### config.mk
export PLATFORM = sky130hd
export DESIGN_NAME = sprite_rle_frame_decoder_unit
export DESIGN_NICKNAME = d
export VERILOG_FILES = /design/src/design/srfd_pkg.sv /design/src/design/sprite_rle_frame_decoder_unit.sv /design/src/design/srfd_csr.sv /design/src/design/srfd_core.sv
export VERILOG_INCLUDE_DIRS = /design/src /design/src/design
export SDC_FILE = /design/constraint.sdc
export NUM_CORES = 1
export LEC_CHECK = 0
export BUFFER_PORTS_ARGS = -buffer_cell sky130_fd_sc_hd__buf_2
export CORE_UTILIZATION = 50
export CTS_BUF_LIST = sky130_fd_sc_hd__clkbuf_16
export DETAILED_ROUTE_END_ITERATION = 10
export GPL_TIMING_DRIVEN = 0
export PLACE_DENSITY_LB_ADDON = 0.08
export SLEW_MARGIN = 25
export SYNTH_ARGS = -nofsm -noshare
export SYNTH_HDL_FRONTEND = slang
export SYNTH_SLANG_ARGS = --single-unit
### constraint.sdc
create_clock -name clock -period 5.98 [get_ports clock]
set_clock_uncertainty 0.05 [all_clocks]
set_input_delay 0.299 -clock clock [delete_from_list [all_inputs] [get_ports clock]]
set_output_delay 0.299 -clock clock [all_outputs]
set_load 0.05 [all_outputs]
### src/design/sprite_rle_frame_decoder_unit_macros.svh
// Assertion macros for the sprite RLE frame decoder.
// Included by modules that carry concurrent checks; no other dependencies.
`ifndef SPRITE_RLE_FRAME_DECODER_UNIT_MACROS_SVH
`define SPRITE_RLE_FRAME_DECODER_UNIT_MACROS_SVH

`ifndef ASSERT_OFF
// same-cycle implication, checked at every rising clock edge out of reset
`define SRFD_ASSERT_IMPLIES(label, clk, rst, ante, cons) \
   label: assert property (@(posedge clk) disable iff (rst) (ante) |-> (cons)) \
      else $error("srfd assertion failed");
// next-cycle implication
`define SRFD_ASSERT_NEXT(label, clk, rst, ante, cons) \
   label: assert property (@(posedge clk) disable iff (rst) (ante) |=> (cons)) \
      else $error("srfd assertion failed");
`else
`define SRFD_ASSERT_IMPLIES(label, clk, rst, ante, cons)
`define SRFD_ASSERT_NEXT(label, clk, rst, ante, cons)
`endif

`endif

### src/design/srfd_pkg.sv
// Shared types and constants for the sprite RLE frame decoder.
// No dependencies; imported by every module of the block.
`timescale 1ns / 1ps
`default_nettype none

package srfd_pkg;

   // field and state widths
   localparam int unsigned BYTE_W  = 8;
   localparam int unsigned RUN_W   = 7;
   localparam int unsigned SIDE_W  = 10;
   localparam int unsigned POS_W   = 11;
   localparam int unsigned ADDR_W  = 18;
   localparam int unsigned CSR_AW  = 4;
   localparam int unsigned CSR_DW  = 32;

   // stream codes
   localparam logic [BYTE_W-1:0] ROW_END_CODE = 8'h80;
   localparam logic [RUN_W-1:0]  RUN_MASK     = 7'h7F;
   localparam logic [POS_W-1:0]  POS_MAX      = 11'h7FF;

   // register indexes (byte address bits [3:2])
   localparam logic [1:0] REG_FRAME_WIDTH  = 2'd0;
   localparam logic [1:0] REG_FRAME_HEIGHT = 2'd1;
   localparam logic [1:0] REG_TOP_DOWN     = 2'd2;

   // register reset values
   localparam logic [SIDE_W-1:0] FRAME_WIDTH_RST  = 10'd256;
   localparam logic [SIDE_W-1:0] FRAME_HEIGHT_RST = 10'd256;
   localparam logic              TOP_DOWN_RST     = 1'b0;

   typedef struct packed {
      logic [BYTE_W-1:0] data_byte;
      logic              last_byte;
   } req_item_type;

   typedef struct packed {
      logic [ADDR_W-1:0] pixel_address;
      logic [BYTE_W-1:0] pixel_value;
   } rsp_item_type;

   typedef struct packed {
      logic [SIDE_W-1:0] frame_width;
      logic [SIDE_W-1:0] frame_height;
      logic              top_down;
   } cfg_type;

endpackage

`default_nettype wire

### src/design/sprite_rle_frame_decoder_unit.sv
// Sprite RLE frame decoder.
//
// req channel: one encoded byte of a sprite frame per request (data_byte),
//   with last_byte marking the final byte of the frame; the next request
//   starts a new frame. rsp channel: zero or one pixel write per request,
//   pixel_address = row * width + column (18 bits) and pixel_value.
// csr port: APB-style, frame_width at 0x0, frame_height at 0x4, top_down
//   at 0x8; pready is always high. Write registers only while idle.
// Pipeline: an accepted request is held in the input register and is decoded
//   into the result register once that register is free or being emptied;
//   the pixel is presented from the result register. Throughput is one
//   request per cycle while no result is held back by a low rsp_ready, set
//   by the combinational state update and row*width multiply.
// Stalls: while rsp_ready is low and a result is held, the input register
//   keeps one request and req_ready drops once it is full; requests that
//   produce no pixel also wait behind a held result to keep ordering.
// Reset: registers return to width 256, height 256, bottom-up; the decoder
//   awaits the first byte of a frame. No clearing pass is needed.
`timescale 1ns / 1ps
`default_nettype none
`include "sprite_rle_frame_decoder_unit_macros.svh"

module sprite_rle_frame_decoder_unit #(
   parameter int unsigned MAX_SIDE = 512
) (
   input  wire logic                          clock,
   input  wire logic                          reset,
   // request channel
   input  wire logic                          req_valid,
   output logic                               req_ready,
   input  wire srfd_pkg::req_item_type        req_item,
   // response channel
   output logic                               rsp_valid,
   input  wire logic                          rsp_ready,
   output srfd_pkg::rsp_item_type             rsp_item,
   // configuration
   input  wire logic                          csr_psel,
   input  wire logic                          csr_penable,
   input  wire logic                          csr_pwrite,
   input  wire logic [srfd_pkg::CSR_AW-1:0]   csr_paddr,
   input  wire logic [srfd_pkg::CSR_DW-1:0]   csr_pwdata,
   output logic      [srfd_pkg::CSR_DW-1:0]   csr_prdata,
   output logic                               csr_pready
);
   import srfd_pkg::*;

   cfg_type      cfg;
   logic         in_valid_ff;
   req_item_type in_item_ff;
   logic         rsp_valid_ff;
   rsp_item_type rsp_item_ff;
   logic         fire;
   logic         emit;
   rsp_item_type pixel;

   srfd_csr u_csr (
      .clock       (clock),
      .reset       (reset),
      .csr_psel    (csr_psel),
      .csr_penable (csr_penable),
      .csr_pwrite  (csr_pwrite),
      .csr_paddr   (csr_paddr),
      .csr_pwdata  (csr_pwdata),
      .csr_prdata  (csr_prdata),
      .csr_pready  (csr_pready),
      .cfg         (cfg)
   );

   // decode advances when the result slot is free or being emptied
   assign fire      = in_valid_ff && (!rsp_valid_ff || rsp_ready);
   assign req_ready = !in_valid_ff || fire;

   srfd_core #(.MAX_SIDE(MAX_SIDE)) u_core (
      .clock (clock),
      .reset (reset),
      .step  (fire),
      .item  (in_item_ff),
      .cfg   (cfg),
      .emit  (emit),
      .pixel (pixel)
   );

   // input register
   always_ff @(posedge clock) begin
      if (reset) begin
         in_valid_ff <= 1'b0;
      end else if (req_ready) begin
         in_valid_ff <= req_valid;
      end
   end

   always_ff @(posedge clock) begin
      if (req_valid && req_ready) begin
         in_item_ff <= req_item;
      end
   end

   // result register
   always_ff @(posedge clock) begin
      if (reset) begin
         rsp_valid_ff <= 1'b0;
      end else if (fire) begin
         rsp_valid_ff <= emit;
      end else if (rsp_ready) begin
         rsp_valid_ff <= 1'b0;
      end
   end

   always_ff @(posedge clock) begin
      if (emit) begin
         rsp_item_ff <= pixel;
      end
   end

   assign rsp_valid = rsp_valid_ff;
   assign rsp_item  = rsp_item_ff;

   // checks
   `SRFD_ASSERT_IMPLIES(a_ready_low_only_when_blocked, clock, reset,
      !req_ready, in_valid_ff && rsp_valid_ff && !rsp_ready)
   `SRFD_ASSERT_IMPLIES(a_free_slot_decodes, clock, reset,
      in_valid_ff && !rsp_valid_ff, fire)
   `SRFD_ASSERT_NEXT(a_blocked_request_held, clock, reset,
      in_valid_ff && !fire, in_valid_ff)

endmodule

`default_nettype wire

### src/design/srfd_csr.sv
// APB-style configuration registers: frame width, frame height, row direction.
// Depends on srfd_pkg.
`timescale 1ns / 1ps
`default_nettype none

module srfd_csr (
   input  wire logic                          clock,
   input  wire logic                          reset,
   input  wire logic                          csr_psel,
   input  wire logic                          csr_penable,
   input  wire logic                          csr_pwrite,
   input  wire logic [srfd_pkg::CSR_AW-1:0]   csr_paddr,
   input  wire logic [srfd_pkg::CSR_DW-1:0]   csr_pwdata,
   output logic      [srfd_pkg::CSR_DW-1:0]   csr_prdata,
   output logic                               csr_pready,
   output srfd_pkg::cfg_type                  cfg
);
   import srfd_pkg::*;

   logic [SIDE_W-1:0] frame_width_ff;
   logic [SIDE_W-1:0] frame_height_ff;
   logic              top_down_ff;
   logic              wr_en;
   logic [1:0]        reg_idx;

   assign csr_pready = 1'b1;
   assign wr_en      = csr_psel && csr_penable && csr_pwrite && csr_pready;
   assign reg_idx    = csr_paddr[3:2];

   // register writes in the access phase
   always_ff @(posedge clock) begin
      if (reset) begin
         frame_width_ff  <= FRAME_WIDTH_RST;
         frame_height_ff <= FRAME_HEIGHT_RST;
         top_down_ff     <= TOP_DOWN_RST;
      end else if (wr_en) begin
         case (reg_idx)
            REG_FRAME_WIDTH:  frame_width_ff  <= csr_pwdata[SIDE_W-1:0];
            REG_FRAME_HEIGHT: frame_height_ff <= csr_pwdata[SIDE_W-1:0];
            REG_TOP_DOWN:     top_down_ff     <= csr_pwdata[0];
            default: ;
         endcase
      end
   end

   // read mux
   always_comb begin
      case (reg_idx)
         REG_FRAME_WIDTH:  csr_prdata = {{(CSR_DW-SIDE_W){1'b0}}, frame_width_ff};
         REG_FRAME_HEIGHT: csr_prdata = {{(CSR_DW-SIDE_W){1'b0}}, frame_height_ff};
         REG_TOP_DOWN:     csr_prdata = {{(CSR_DW-1){1'b0}}, top_down_ff};
         default:          csr_prdata = '0;
      endcase
   end

   assign cfg.frame_width  = frame_width_ff;
   assign cfg.frame_height = frame_height_ff;
   assign cfg.top_down     = top_down_ff;

endmodule

`default_nettype wire

### src/design/srfd_core.sv
// Decode state (column, row, literal count, frame start) and the per-byte step.
// Produces the pixel write for a literal byte. Depends on srfd_pkg.
`timescale 1ns / 1ps
`default_nettype none

module srfd_core #(
   parameter int unsigned MAX_SIDE = 512
) (
   input  wire logic                 clock,
   input  wire logic                 reset,
   input  wire logic                 step,
   input  wire srfd_pkg::req_item_type item,
   input  wire srfd_pkg::cfg_type    cfg,
   output logic                      emit,
   output srfd_pkg::rsp_item_type    pixel
);
   import srfd_pkg::*;

   // side limit as seen by a 10-bit register
   localparam logic [SIDE_W-1:0] SIDE_CAP =
      (MAX_SIDE > 1023) ? 10'd1023 : MAX_SIDE[SIDE_W-1:0];

   logic [POS_W-1:0]        column_ff, column_in;
   logic [POS_W-1:0]        row_ff, row_in;
   logic [RUN_W-1:0]        literal_left_ff, literal_left_in;
   logic                    awaiting_ff, awaiting_in;

   logic [SIDE_W-1:0]       w;
   logic [SIDE_W-1:0]       h;
   logic [POS_W-1:0]        start_row;
   logic [POS_W-1:0]        col0;
   logic [POS_W-1:0]        row0;
   logic [RUN_W-1:0]        lit0;
   logic                    in_frame;
   logic [POS_W+SIDE_W-1:0] product;
   logic [POS_W+SIDE_W-1:0] addr_sum;

   // saturating add on column/row positions
   function automatic logic [POS_W-1:0] sat_add(input logic [POS_W-1:0] a,
                                                input logic [RUN_W-1:0] b);
      logic [POS_W:0] s;
      s = {1'b0, a} + {{(POS_W+1-RUN_W){1'b0}}, b};
      return s[POS_W] ? POS_MAX : s[POS_W-1:0];
   endfunction

   // effective frame size
   assign w = (cfg.frame_width  > SIDE_CAP) ? SIDE_CAP : cfg.frame_width;
   assign h = (cfg.frame_height > SIDE_CAP) ? SIDE_CAP : cfg.frame_height;

   // first byte of a frame places the row and clears the run
   assign start_row = cfg.top_down ? '0 :
                      (h == '0) ? POS_MAX : {1'b0, h - 10'd1};
   assign col0 = awaiting_ff ? '0 : column_ff;
   assign row0 = awaiting_ff ? start_row : row_ff;
   assign lit0 = awaiting_ff ? '0 : literal_left_ff;

   // pixel address and bounds
   assign in_frame = (col0 < {1'b0, w}) && (row0 < {1'b0, h});
   assign product  = row0 * w;
   assign addr_sum = product + {{SIDE_W{1'b0}}, col0};

   assign emit                = step && (lit0 != '0) && in_frame;
   assign pixel.pixel_address = addr_sum[ADDR_W-1:0];
   assign pixel.pixel_value   = item.data_byte;

   // next state for one byte
   always_comb begin
      column_in       = col0;
      row_in          = row0;
      literal_left_in = lit0;
      awaiting_in     = item.last_byte;
      if (lit0 != '0) begin
         column_in       = sat_add(col0, 7'd1);
         literal_left_in = lit0 - 7'd1;
      end else if (item.data_byte == ROW_END_CODE) begin
         column_in = '0;
         if (cfg.top_down) begin
            row_in = sat_add(row0, 7'd1);
         end else if (row0 == '0 || row0 == POS_MAX) begin
            row_in = POS_MAX;
         end else begin
            row_in = row0 - 11'd1;
         end
      end else if (item.data_byte[BYTE_W-1]) begin
         column_in = sat_add(col0, item.data_byte[RUN_W-1:0] & RUN_MASK);
      end else begin
         literal_left_in = item.data_byte[RUN_W-1:0];
      end
   end

   always_ff @(posedge clock) begin
      if (reset) begin
         column_ff       <= '0;
         row_ff          <= '0;
         literal_left_ff <= '0;
         awaiting_ff     <= 1'b1;
      end else if (step) begin
         column_ff       <= column_in;
         row_ff          <= row_in;
         literal_left_ff <= literal_left_in;
         awaiting_ff     <= awaiting_in;
      end
   end

endmodule

`default_nettype wire
* Yosys cells after proc, flatten, opt, wreduce, memory -nomap -nowiden
Cells that the tools add are included.
** Word-level totals
- Flip-flop bits (word level) :: 88
- Input bits :: 52
- Output and inout port bits :: 61
** Cells by class
- Add/sub/neg operators :: 7
- Multiply operators :: 1
- $lt $le $gt $ge :: 4
- Equality and inequality tests :: 4
- Muxes and demuxes :: 23
- Reduce and logical (&&, ||, !) cells :: 20
** Operators by type and width (number)
- two-way mux 11 bit :: 14
- one-hot mux 10 bit (3 select lines) :: 1
- two-way mux 7 bit :: 4
- adder 11 x 1 -> 12 bit (second input constant) :: 2
- less-than comparator 11 x 10 -> 1 bit :: 2
- > comparator 10 bit (second input constant) :: 2
- two-way mux 10 bit :: 2
- adder 18 x 11 -> 18 bit :: 1
- multiplier 11 x 10 -> 18 bit :: 1
- adder 11 x 7 -> 12 bit :: 1
- equality test 11 bit (second input constant) :: 1
- logical NOT 11 bit :: 1
- subtractor 11 x 1 -> 11 bit (second input constant) :: 1
- logical NOT 10 bit :: 1
- subtractor 10 x 1 -> 10 bit (second input constant) :: 1
- equality test 8 bit (second input constant) :: 1
- logical AND 1 bit :: 7
- nonzero test 7 bit :: 1
- subtractor 7 x 1 -> 7 bit (second input constant) :: 1
- AND reduction 2 bit :: 3
- logical OR 1 bit :: 3
- equality test 2 x 1 -> 1 bit (second input constant) :: 1
- equality test 2 bit (second input constant) :: 1
- logical NOT 1 bit :: 2
- other kinds (3) :: 4

* Logic depth before layout (Yosys ltp)
Gate-level depths: netlist of run 1.
- Word-level depth :: 12
- Gate-level depth with buffers :: 28

* Modules after synthesis
From an unflattened synthesis of run 1, not the netlist that was laid out.
** Unflattened totals
- Cells, all modules :: 1125
- Area total of the unflattened synthesis :: 9621.7 sq um
** Modules (own cells, without submodules)
- srfd_core :: instances 1, cells each 948, area each 7249.5 sq um, seq. area each 600.6 sq um
- srfd_csr :: instances 1, cells each 132, area each 1217.4 sq um, seq. area each 420.4 sq um
- sprite_rle_frame_decoder_unit :: instances 1, cells each 45, area each 1154.9 sq um, seq. area each 1091.0 sq um

* Least setup slack after synthesis of run 1
OpenSTA, ideal clock, no wires.
- Path kind :: register to register
- Start point :: reg u_csr.frame_height_ff[9]
- End point :: reg rsp_item_ff (netlist bit rsp_item[25]) (data pin)
- Setup time :: 0.260 ns
- Arrival time :: 6.267 ns
- Data required time :: 5.670 ns
- Slack :: -0.597 ns
- Cell stages (with the launch flop) :: 27
- Path buffers :: 2
- Period minus slack after synthesis :: 6.577 ns
- Cells stage by stage :: dfxtp_1 > buf_2 > nand2b_1 > ha_1 > or3b_2 > nor4_2 > a21oi_1 > and2_1 > buf_2 > inv_2 > nand2_1 > fa_1 > inv_1 > fa_1 > fa_1 > fa_1 > inv_1 > fa_1 > inv_1 > ha_1 > nand3_1 > a211o_1 > a31oi_1 > nand4_1 > nand4b_1 > a21oi_1 > xnor2_1
** RTL lines
- start, declared :: RTL line srfd_csr.sv:21 : logic [SIDE_W-1:0] frame_height_ff;
- start signal, assigned :: RTL line srfd_csr.sv:39 : REG_FRAME_HEIGHT: frame_height_ff <= csr_pwdata[SIDE_W-1:0];
- end signal, assigned :: RTL line sprite_rle_frame_decoder_unit.sv:111 : rsp_item_ff <= pixel;
- end, declared :: RTL line sprite_rle_frame_decoder_unit.sv:51 : rsp_item_type rsp_item_ff;

==> summary.md, run 1 <==
| Metric | Value |
|---|---|
| Avg Vias per Cell | `5.66` |
| Die outline area | `19900 µm²` |
| Initial antenna violation count | `0` |
| EDFF count, synth | `35` |
| Required time of the critical path | `6060 ps` |
| Maximum net fanout on the critical path | `6` |
| Post-route setup slack | `-294 ps` |
| Number of buffers inserted by hold repair at cts | `0` |
| Die Width | `141 µm` |
| Worst-Skew Late Latency | `370 ps` |
| Slew of the pin with the lowest slew margin | `733 ps` |
| Synthesized area divided by synthesized cell count | `8.58 µm²` |
| Cell mode on critical path | `sky130_fd_sc_hd__fa_1` |
| Row count | `50` |
| Start point of the critical path | `u_csr.frame_height_ff[9]` |
| Buffer depth of the longest clock path | `2` |
| Tcrit/Tclk final | `105%` |
| Final antenna-violating net count | `0` |
| Critical path's slowest cell | `sky130_fd_sc_hd__fa_1` |
| Register-to-Register Path Depth | `25` |
| Net switching power | `0.719 mW` |
| Number of buffers created by CTS | `9` |
| Vias in the first global route | `7992` |
| Launching point of the worst reg2reg path | `u_csr.frame_height_ff[9]` |
| Portion of the post-synthesis area used by sequential elements | `21.9%` |
| Final Hold Fails | `0` |
| Number of synthesized register bits | `88` |
| Share of power burned in combinational logic | `32.5%` |
| F_max | `159 MHz` |
| Library cells used by synthesis | `86` |
| Maximum cell stage delay along the critical path | `510 ps` |
| Result of the run | `finished with violations` |
| HPWL after detailed placement | `20300 µm` |
| Most frequent cells in the layout | `sky130_fd_sc_hd__nor2_1, sky130_fd_sc_hd__inv_1, sky130_fd_sc_hd__nand2_1` |
| Die height | `141 µm` |
| Routed length on met1 | `12500 µm` |
| Violated checks | `negative setup slack` |
| Worst setup endpoint | `rsp_item[25]` |
| Buffers on Ports | `63` |
| Final critical path time including I/O delays and setup | `6270 ps` |
| Fraction of final layout cells sized beyond drive strength 1 | `19.9%` |
| Iteration-0 DRC count of the detailed router | `617` |
| Slew margin rel. | `51.1%` |
| Total negative setup slack | `-1140 ps` |
| Synthesized area | `9660 µm²` |
| Number of remaining DRC errors | `0` |
| Number of diodes | `0` |
| WL met2 | `12400 µm` |
| Most common cell after layout, fill and taps aside | `sky130_fd_sc_hd__nor2_1` |
| Startpoint class of the critical path | `register` |
| Net Sw Frac | `35.8%` |
| Layout Area Growth over Synthesis | `18.4%` |
| Internal power | `1.29 mW` |
| Power per cell area | `176 nW/µm²` |
| Total congestion overflow after global routing | `0` |
| Uppermost layer routed | `met4` |
| Crit end category | `register` |
| Arrival @ worst endpoint | `6350 ps` |
| Crit path kind | `register to register` |
| Largest net degree at the start of global routing | `27` |
| Most frequently used flop master after synthesis | `sky130_fd_sc_hd__dfxtp_1` |
| Sequential Power Share | `33.8%` |
| Wire length of the first global-routing pass | `43000 µm` |
| Number of clock sinks seen by CTS | `88` |
| Reg2reg end | `rsp_item[25]` |
| Depth of the critical timing path with buffers and inverters included | `25` |
| Total Nets Final | `1460` |
| Register-to-register setup slack | `-290 ps` |
| Number of placed I/O pins | `113` |
| Router iterations before antenna repair | `6` |
| Clock network fraction of total power | `33.8%` |
| Leakage power | `4.95 nW` |
| Initial standard-cell utilization of the core | `51.3%` |
| H-tree levels | `3` |
| Number of setup violations in the final report | `6` |
| WL per Instance | `18.0 µm` |
| Hold Crit Class | `primary input to register` |
| Number of vias after detailed routing | `8592` |
| Final weighted congestion of routability-driven global placement | `0.918` |
| Top cell family by delay on the critical path | `adder cells` |
| Peak VDD IR | `0.138 mV` |
| Syn Inst Count | `1126` |
| Total Wirelength | `27300 µm` |
| Number of warnings reported in the yosys synthesis log | `0` |
| Standard cell core area | `18800 µm²` |
| Async S/R FF share, synth | `0%` |
| Clock tree from TritonCTS | `done` |
| Unrepaired setup endpoints after global routing | `yes` |
| Clock-pin slew on the worst setup and hold paths | `80 ps` |
| Buffer type at the clock tree root | `sky130_fd_sc_hd__clkbuf_16` |
| Amount of wire on met3 after detailed routing | `1660 µm` |
| Final Max Tran Viols | `0` |
| Util after Layout | `60.8%` |
| Number of buffer and inverter instances along the worst setup path | `6` |
| Total routing usage reported by global routing | `27.9%` |
| Number of max-capacitance violations reported | `0` |
[Yosys cell counts (4+ instances only)]
master	instances	area, µm²
sky130_fd_sc_hd__dfxtp_1	53	1060
sky130_fd_sc_hd__nand4_1	15	93.8
sky130_fd_sc_hd__edfxtp_1	35	1050
sky130_fd_sc_hd__nand3_1	19	95.1
sky130_fd_sc_hd__o221ai_1	11	96.3
sky130_fd_sc_hd__clkbuf_1	37	139
sky130_fd_sc_hd__a21oi_1	61	305
sky130_fd_sc_hd__nand2_1	89	334
sky130_fd_sc_hd__nand3b_1	10	75.1
sky130_fd_sc_hd__mux2i_1	32	320
sky130_fd_sc_hd__o31ai_1	4	30.0
sky130_fd_sc_hd__nor3b_1	7	52.6
sky130_fd_sc_hd__clkinv_1	7	26.3
sky130_fd_sc_hd__xor2_1	10	87.6
sky130_fd_sc_hd__o211ai_1	7	52.6
sky130_fd_sc_hd__o21a_1	5	37.5
sky130_fd_sc_hd__nor3_1	25	125
sky130_fd_sc_hd__buf_2	10	50.1
sky130_fd_sc_hd__and3_1	11	68.8
sky130_fd_sc_hd__ha_1	76	951
sky130_fd_sc_hd__inv_1	114	428
sky130_fd_sc_hd__fa_1	80	1600
sky130_fd_sc_hd__xnor2_1	22	193
sky130_fd_sc_hd__nor2b_1	28	175
sky130_fd_sc_hd__o21ai_0	36	180
sky130_fd_sc_hd__and2_1	8	50.1
sky130_fd_sc_hd__o21ai_1	4	20.0
sky130_fd_sc_hd__buf_4	27	203
sky130_fd_sc_hd__a21o_1	6	45.0
sky130_fd_sc_hd__a31oi_1	8	50.1
sky130_fd_sc_hd__a311oi_1	10	87.6
sky130_fd_sc_hd__buf_1	5	18.8
sky130_fd_sc_hd__a211o_1	6	52.6
sky130_fd_sc_hd__nand2b_1	17	106
sky130_fd_sc_hd__nor2_1	133	499
sky130_fd_sc_hd__or3_1	4	25.0
sky130_fd_sc_hd__inv_2	4	15.0
sky130_fd_sc_hd__nor4_1	12	75.1
[worst min path at each step]
stage                               end  depth (start not counted)  slack, ps           from
after floorplan           in_item_ff[0]                          0        350    req_item[0]
after global placement      rsp_item[7]                          0        390  in_item_ff[8]
after detailed placement    rsp_item[7]                          0        390  in_item_ff[8]
after CTS                 in_item_ff[0]                          1         50    req_item[0]
after global routing      in_item_ff[0]                          1         50    req_item[0]
final                     in_item_ff[0]                          1         50    req_item[0]
[layout make-up]
class / count / area (µm²)
Sequential cell: 88 / 2120
Buffer: 79 / 470
Clock inverter: 7 / 113
Multi-Input combinational cell: 851 / 7080
Tap cell: 260 / 325
Clock buffer: 9 / 225
Inverter: 126 / 507
Fill cell: 1699 / 7390
Timing Repair Buffer: 97 / 599
[cells by family after synthesis]
family / synth area share [%]
XOR/XNOR: 2.90
adder cells (fa/ha/maj): 26.4
AND/OR/NAND/NOR: 21.0
multiplexers: 3.55
AO/OA/AOI/OAI: 14.7
buffers and inverters: 9.52
flip-flops: 21.9
other: 0.0777
[routing by layer]
metal | global-route usage [%] | up-vias
met4 | 8.30 | 0
met1 | 39.4 | 4118
li1 | - | 4087
met5 | 0 | -
met3 | 3.67 | 56
met2 | 44.7 | 331
[worst register-to-register path, stage by stage, from the launching register on]
cell	delay, ps
sky130_fd_sc_hd__dfxtp_4	420
sky130_fd_sc_hd__buf_8	110
sky130_fd_sc_hd__nand2b_4	140
sky130_fd_sc_hd__ha_4	160
sky130_fd_sc_hd__or4bb_4	500
sky130_fd_sc_hd__o2111ai_4	230
sky130_fd_sc_hd__o311a_1	250
sky130_fd_sc_hd__buf_6	150
sky130_fd_sc_hd__inv_6	60
sky130_fd_sc_hd__nand2_4	60
sky130_fd_sc_hd__fa_2	450
sky130_fd_sc_hd__fa_1	510
sky130_fd_sc_hd__fa_1	500
sky130_fd_sc_hd__inv_1	50
sky130_fd_sc_hd__fa_1	510
sky130_fd_sc_hd__inv_2	40
sky130_fd_sc_hd__fa_1	510
sky130_fd_sc_hd__inv_2	50
sky130_fd_sc_hd__ha_4	290
sky130_fd_sc_hd__nand3_2	60
sky130_fd_sc_hd__a211o_1	320
sky130_fd_sc_hd__a31oi_4	180
sky130_fd_sc_hd__nand4_1	120
sky130_fd_sc_hd__nand4b_1	140
sky130_fd_sc_hd__a21oi_2	70
sky130_fd_sc_hd__xnor2_1	120
[metrics by stage]
| stage | hold WS (ps) | cells | area [µm²] | power [mW] | worst slack (ps) |
|---|---|---|---|---|---|
| 4_1_cts | 49.0 | 1504 | 11200 | 1.97 | -276 |
| 3_3_place_gp | 389 | 1470 | 10600 | 1.25 | -861 |
| 5_1_grt | 48.4 | 1517 | 11400 | 2.10 | -542 |
| 6_report | 52.9 | 1517 | 11400 | 2.01 | -294 |
| 2_1_floorplan | 348 | 1147 | 9920 | 1.13 | -96.2 |
| 3_5_place_dp | 392 | 1470 | 10600 | 1.26 | -829 |
[sequential cells by signal, summed over array words and instances (netlist names)]
name / flops
in_item_ff: 9
u_core.row_ff: 11
rsp_item: 26
in_valid_ff: 1
u_core.literal_left_ff: 7
u_core.awaiting_ff: 1
u_csr.frame_width_ff: 10
rsp_valid: 1
u_csr.top_down_ff: 1
u_core.column_ff: 11
u_csr.frame_height_ff: 10
[power by group through the flow]
| stage | Clock (mW) | Combinational [mW] | Sequential, mW |
|---|---|---|---|
| floorplan | 0 | 0.439 | 0.691 |
| global placement | 0 | 0.563 | 0.691 |
| detailed placement | 0 | 0.570 | 0.691 |
| CTS | 0.679 | 0.618 | 0.677 |
| global route | 0.702 | 0.716 | 0.681 |
| finish | 0.678 | 0.652 | 0.678 |
[repair_timing]
item,in CTS,in global routing
pin swaps,29,40
setup buffers,19,15
hold endpoints to repair,0,0
resized for setup,44,29
endpoints found under the setup margin,10,9
Power figures use the tool's default switching activity.
==> inputs of run 2 (changes only) <==
--- a/config.mk
+++ b/config.mk
@@ -7,6 +7,7 @@
 export NUM_CORES = 1
 export LEC_CHECK = 0
 export BUFFER_PORTS_ARGS = -buffer_cell sky130_fd_sc_hd__buf_2
+export CAP_MARGIN = 20
 export CORE_UTILIZATION = 50
 export CTS_BUF_LIST = sky130_fd_sc_hd__clkbuf_16
 export DETAILED_ROUTE_END_ITERATION = 10
==> constraint.sdc (replaced) <==
create_clock -name clock -period 6.05 [get_ports clock]
set_clock_uncertainty 0.05 [all_clocks]
set_input_delay 0.3025 -clock clock [delete_from_list [all_inputs] [get_ports clock]]
set_output_delay 0.3025 -clock clock [all_outputs]
set_load 0.05 [all_outputs]
==> summary.md, run 2 (same netlist as run 1, synthesis figures left out) <==
| Metric | Value |
|---|---|
| Most frequent cells in the layout | `sky130_fd_sc_hd__nor2_1, sky130_fd_sc_hd__inv_1, sky130_fd_sc_hd__buf_4 (was sky130_fd_sc_hd__nor2_1, sky130_fd_sc_hd__inv_1, sky130_fd_sc_hd__nand2_1)` |
| WL per Instance | `17.7 µm (was 18.0 µm)` |
| Startpoint class of the critical path | `register (unchanged)` |
| Arrival @ worst endpoint | `6330 ps (was 6350 ps)` |
| Maximum net fanout on the critical path | `6 (unchanged)` |
| Worst Setup Slack post-DPL | `-716 ps (was -829 ps)` |
| Leakage power | `5.11 nW (was 4.95 nW)` |
| Number of max-capacitance violations reported | `0 (unchanged)` |
| Number of clock sinks seen by CTS | `88 (unchanged)` |
| Final Max Tran Viols | `0 (unchanged)` |
| Final weighted congestion of routability-driven global placement | `0.924 (was 0.918)` |
| Peak VDD IR | `0.137 mV (was 0.138 mV)` |
| Total congestion overflow after global routing | `0 (unchanged)` |
| Die Width | `141 µm (unchanged)` |
| Final Hold Fails | `0 (unchanged)` |
| Number of remaining DRC errors | `0 (unchanged)` |
| Final critical path time including I/O delays and setup | `6250 ps (was 6270 ps)` |
| Buffers on Ports | `63 (unchanged)` |
| Wire length of the first global-routing pass | `44500 µm (was 43000 µm)` |
| Iteration-0 DRC count of the detailed router | `655 (was 617)` |
| Total negative setup slack | `-444 ps (was -1140 ps)` |
| Avg Vias per Cell | `5.64 (was 5.66)` |
| Routed length on met1 | `12500 µm (about the same)` |
| Fraction of final layout cells sized beyond drive strength 1 | `22.5% (was 19.9%)` |
| Violated checks | `negative setup slack (unchanged)` |
| Slew margin rel. | `48.7% (was 51.1%)` |
| Initial standard-cell utilization of the core | `51.3% (unchanged)` |
| Number of buffers created by CTS | `9 (unchanged)` |
| F_max | `160 MHz (was 159 MHz)` |
| Vias in the first global route | `8460 (was 7992)` |
| Flip-flop count of the largest register, all copies and words added | `26 (unchanged)` |
| Initial antenna violation count | `0 (unchanged)` |
| Uppermost layer routed | `met4 (unchanged)` |
| Total Nets Final | `1497 (was 1460)` |
| Pwr Total | `1.94 mW (was 2.01 mW)` |
| Layout Area Growth over Synthesis | `21.0% (was 18.4%)` |
| Tcrit/Tclk final | `103% (was 105%)` |
| Number of placed I/O pins | `113 (unchanged)` |
| Crit end category | `register (unchanged)` |
| Most common cell after layout, fill and taps aside | `sky130_fd_sc_hd__nor2_1 (unchanged)` |
| Clock tree from TritonCTS | `done (unchanged)` |
| Clock-pin slew on the worst setup and hold paths | `80 ps (about the same)` |
| Buffer type at the clock tree root | `sky130_fd_sc_hd__clkbuf_16 (unchanged)` |
| Buffer depth of the longest clock path | `2 (unchanged)` |
| Cell area after layout | `11700 µm² (was 11400 µm²)` |
| Layout fillers | `1683 (was 1699)` |
| Largest net degree at the start of global routing | `27 (unchanged)` |
| Number of vias after detailed routing | `8763 (was 8592)` |
| Standard cell core area | `18800 µm² (unchanged)` |
| WL met2 | `12100 µm (was 12400 µm)` |
| Total routing usage reported by global routing | `28.9% (was 27.9%)` |
| Number of setup violations in the final report | `4 (was 6)` |
| Power per cell area | `166 nW/µm² (was 176 nW/µm²)` |
| H-tree levels | `3 (unchanged)` |
| Worst-Skew Late Latency | `370 ps (about the same)` |
| Hold Crit Class | `primary input to register (unchanged)` |
| Post-route setup slack | `-204 ps (was -294 ps)` |
| Router iterations before antenna repair | `5 (was 6)` |
| Worst hold slack across all endpoints | `59.7 ps (was 52.9 ps)` |
| Required time of the critical path | `6120 ps (was 6060 ps)` |
| Die height | `141 µm (unchanged)` |
| Row count | `50 (unchanged)` |
| Crit path kind | `register to register (unchanged)` |
| Slew of the pin with the lowest slew margin | `769 ps (was 733 ps)` |
| Final antenna-violating net count | `0 (unchanged)` |
| HPWL after detailed placement | `19700 µm (was 20300 µm)` |
| Amount of wire on met3 after detailed routing | `1630 µm (was 1660 µm)` |
| Result of the run | `finished with violations (unchanged)` |
| Unrepaired setup endpoints after global routing | `yes (unchanged)` |
| Number of diodes | `0 (unchanged)` |
| Total Wirelength | `27500 µm (was 27300 µm)` |
| Die outline area | `19900 µm² (unchanged)` |
| Placed cell area | `10600 µm² (about the same)` |
==> run 2: stage by stage <==
step	utilization (%)	std cells
floorplan	-	1147
global placement	56.0	1470
detailed placement	56.0	1470
CTS	61.2	1542
global route	62.1	1554
finish	62.1	1554
==> run 2: worst paths after layout <==
kind              depth (start not counted)  slack [ps]                      from       endpoint
setup / recovery                         26        -200  u_csr.frame_height_ff[9]   rsp_item[25]
hold / removal                            1          60               req_item[6]  in_item_ff[6]
setup reg to reg                         26        -200  u_csr.frame_height_ff[9]   rsp_item[25]
hold reg to reg                           0         400             in_item_ff[8]    rsp_item[7]
==> run 2: power by group <==
group          internal [mW]  switching, mW  total, mW
clock                  0.292          0.299      0.591
combinational          0.277          0.398      0.675
sequential             0.646         0.0238      0.670
==> run 2: timing repair <==
action,in CTS,in global routing
pin swaps,32,26
gates resized for setup,63,14
setup endpoints to repair,9,20
hold buffers,0,0
buffers inserted,57,16
==> run 2: layer usage <==
metal  global-route usage (%)  vias up
met5                        0        -
met4                     12.8        0
met3                     4.89       97
met2                     45.9      327
met1                     38.7     4176
li1                         -     4163
==> run 2: layout make-up <==
| type | count | area [µm²] | area share, % |
|---|---|---|---|
| buffer | 81 | 497 | 4.25 |
| clock buffer | 9 | 225 | 1.93 |
| clock inverter | 7 | 73.8 | 0.632 |
| inverter | 126 | 505 | 4.32 |
| multi-input combinational | 851 | 7110 | 60.8 |
| sequential | 88 | 2120 | 18.1 |
| tap | 260 | 325 | 2.78 |
| timing repair buffer | 132 | 841 | 7.19 |
==> run 2: worst max-delay path, cell delays in order, from the launching register on <==
cell	delay, ps
sky130_fd_sc_hd__dfxtp_4	380
sky130_fd_sc_hd__buf_8	100
sky130_fd_sc_hd__nand2b_4	150
sky130_fd_sc_hd__ha_4	140
sky130_fd_sc_hd__or3b_4	410
sky130_fd_sc_hd__nor4_4	380
sky130_fd_sc_hd__a21oi_2	70
sky130_fd_sc_hd__and2_1	180
sky130_fd_sc_hd__buf_6	140
sky130_fd_sc_hd__inv_8	70
sky130_fd_sc_hd__nand2_4	50
sky130_fd_sc_hd__fa_2	550
sky130_fd_sc_hd__fa_1	450
sky130_fd_sc_hd__fa_1	520
sky130_fd_sc_hd__inv_1	50
sky130_fd_sc_hd__fa_1	470
sky130_fd_sc_hd__inv_1	50
sky130_fd_sc_hd__fa_1	490
sky130_fd_sc_hd__inv_2	50
sky130_fd_sc_hd__ha_4	280
sky130_fd_sc_hd__nand3_2	50
sky130_fd_sc_hd__a211o_1	280
sky130_fd_sc_hd__a31oi_4	200
sky130_fd_sc_hd__nand4_1	130
sky130_fd_sc_hd__nand4b_1	140
sky130_fd_sc_hd__a21oi_2	70
sky130_fd_sc_hd__xnor2_1	120
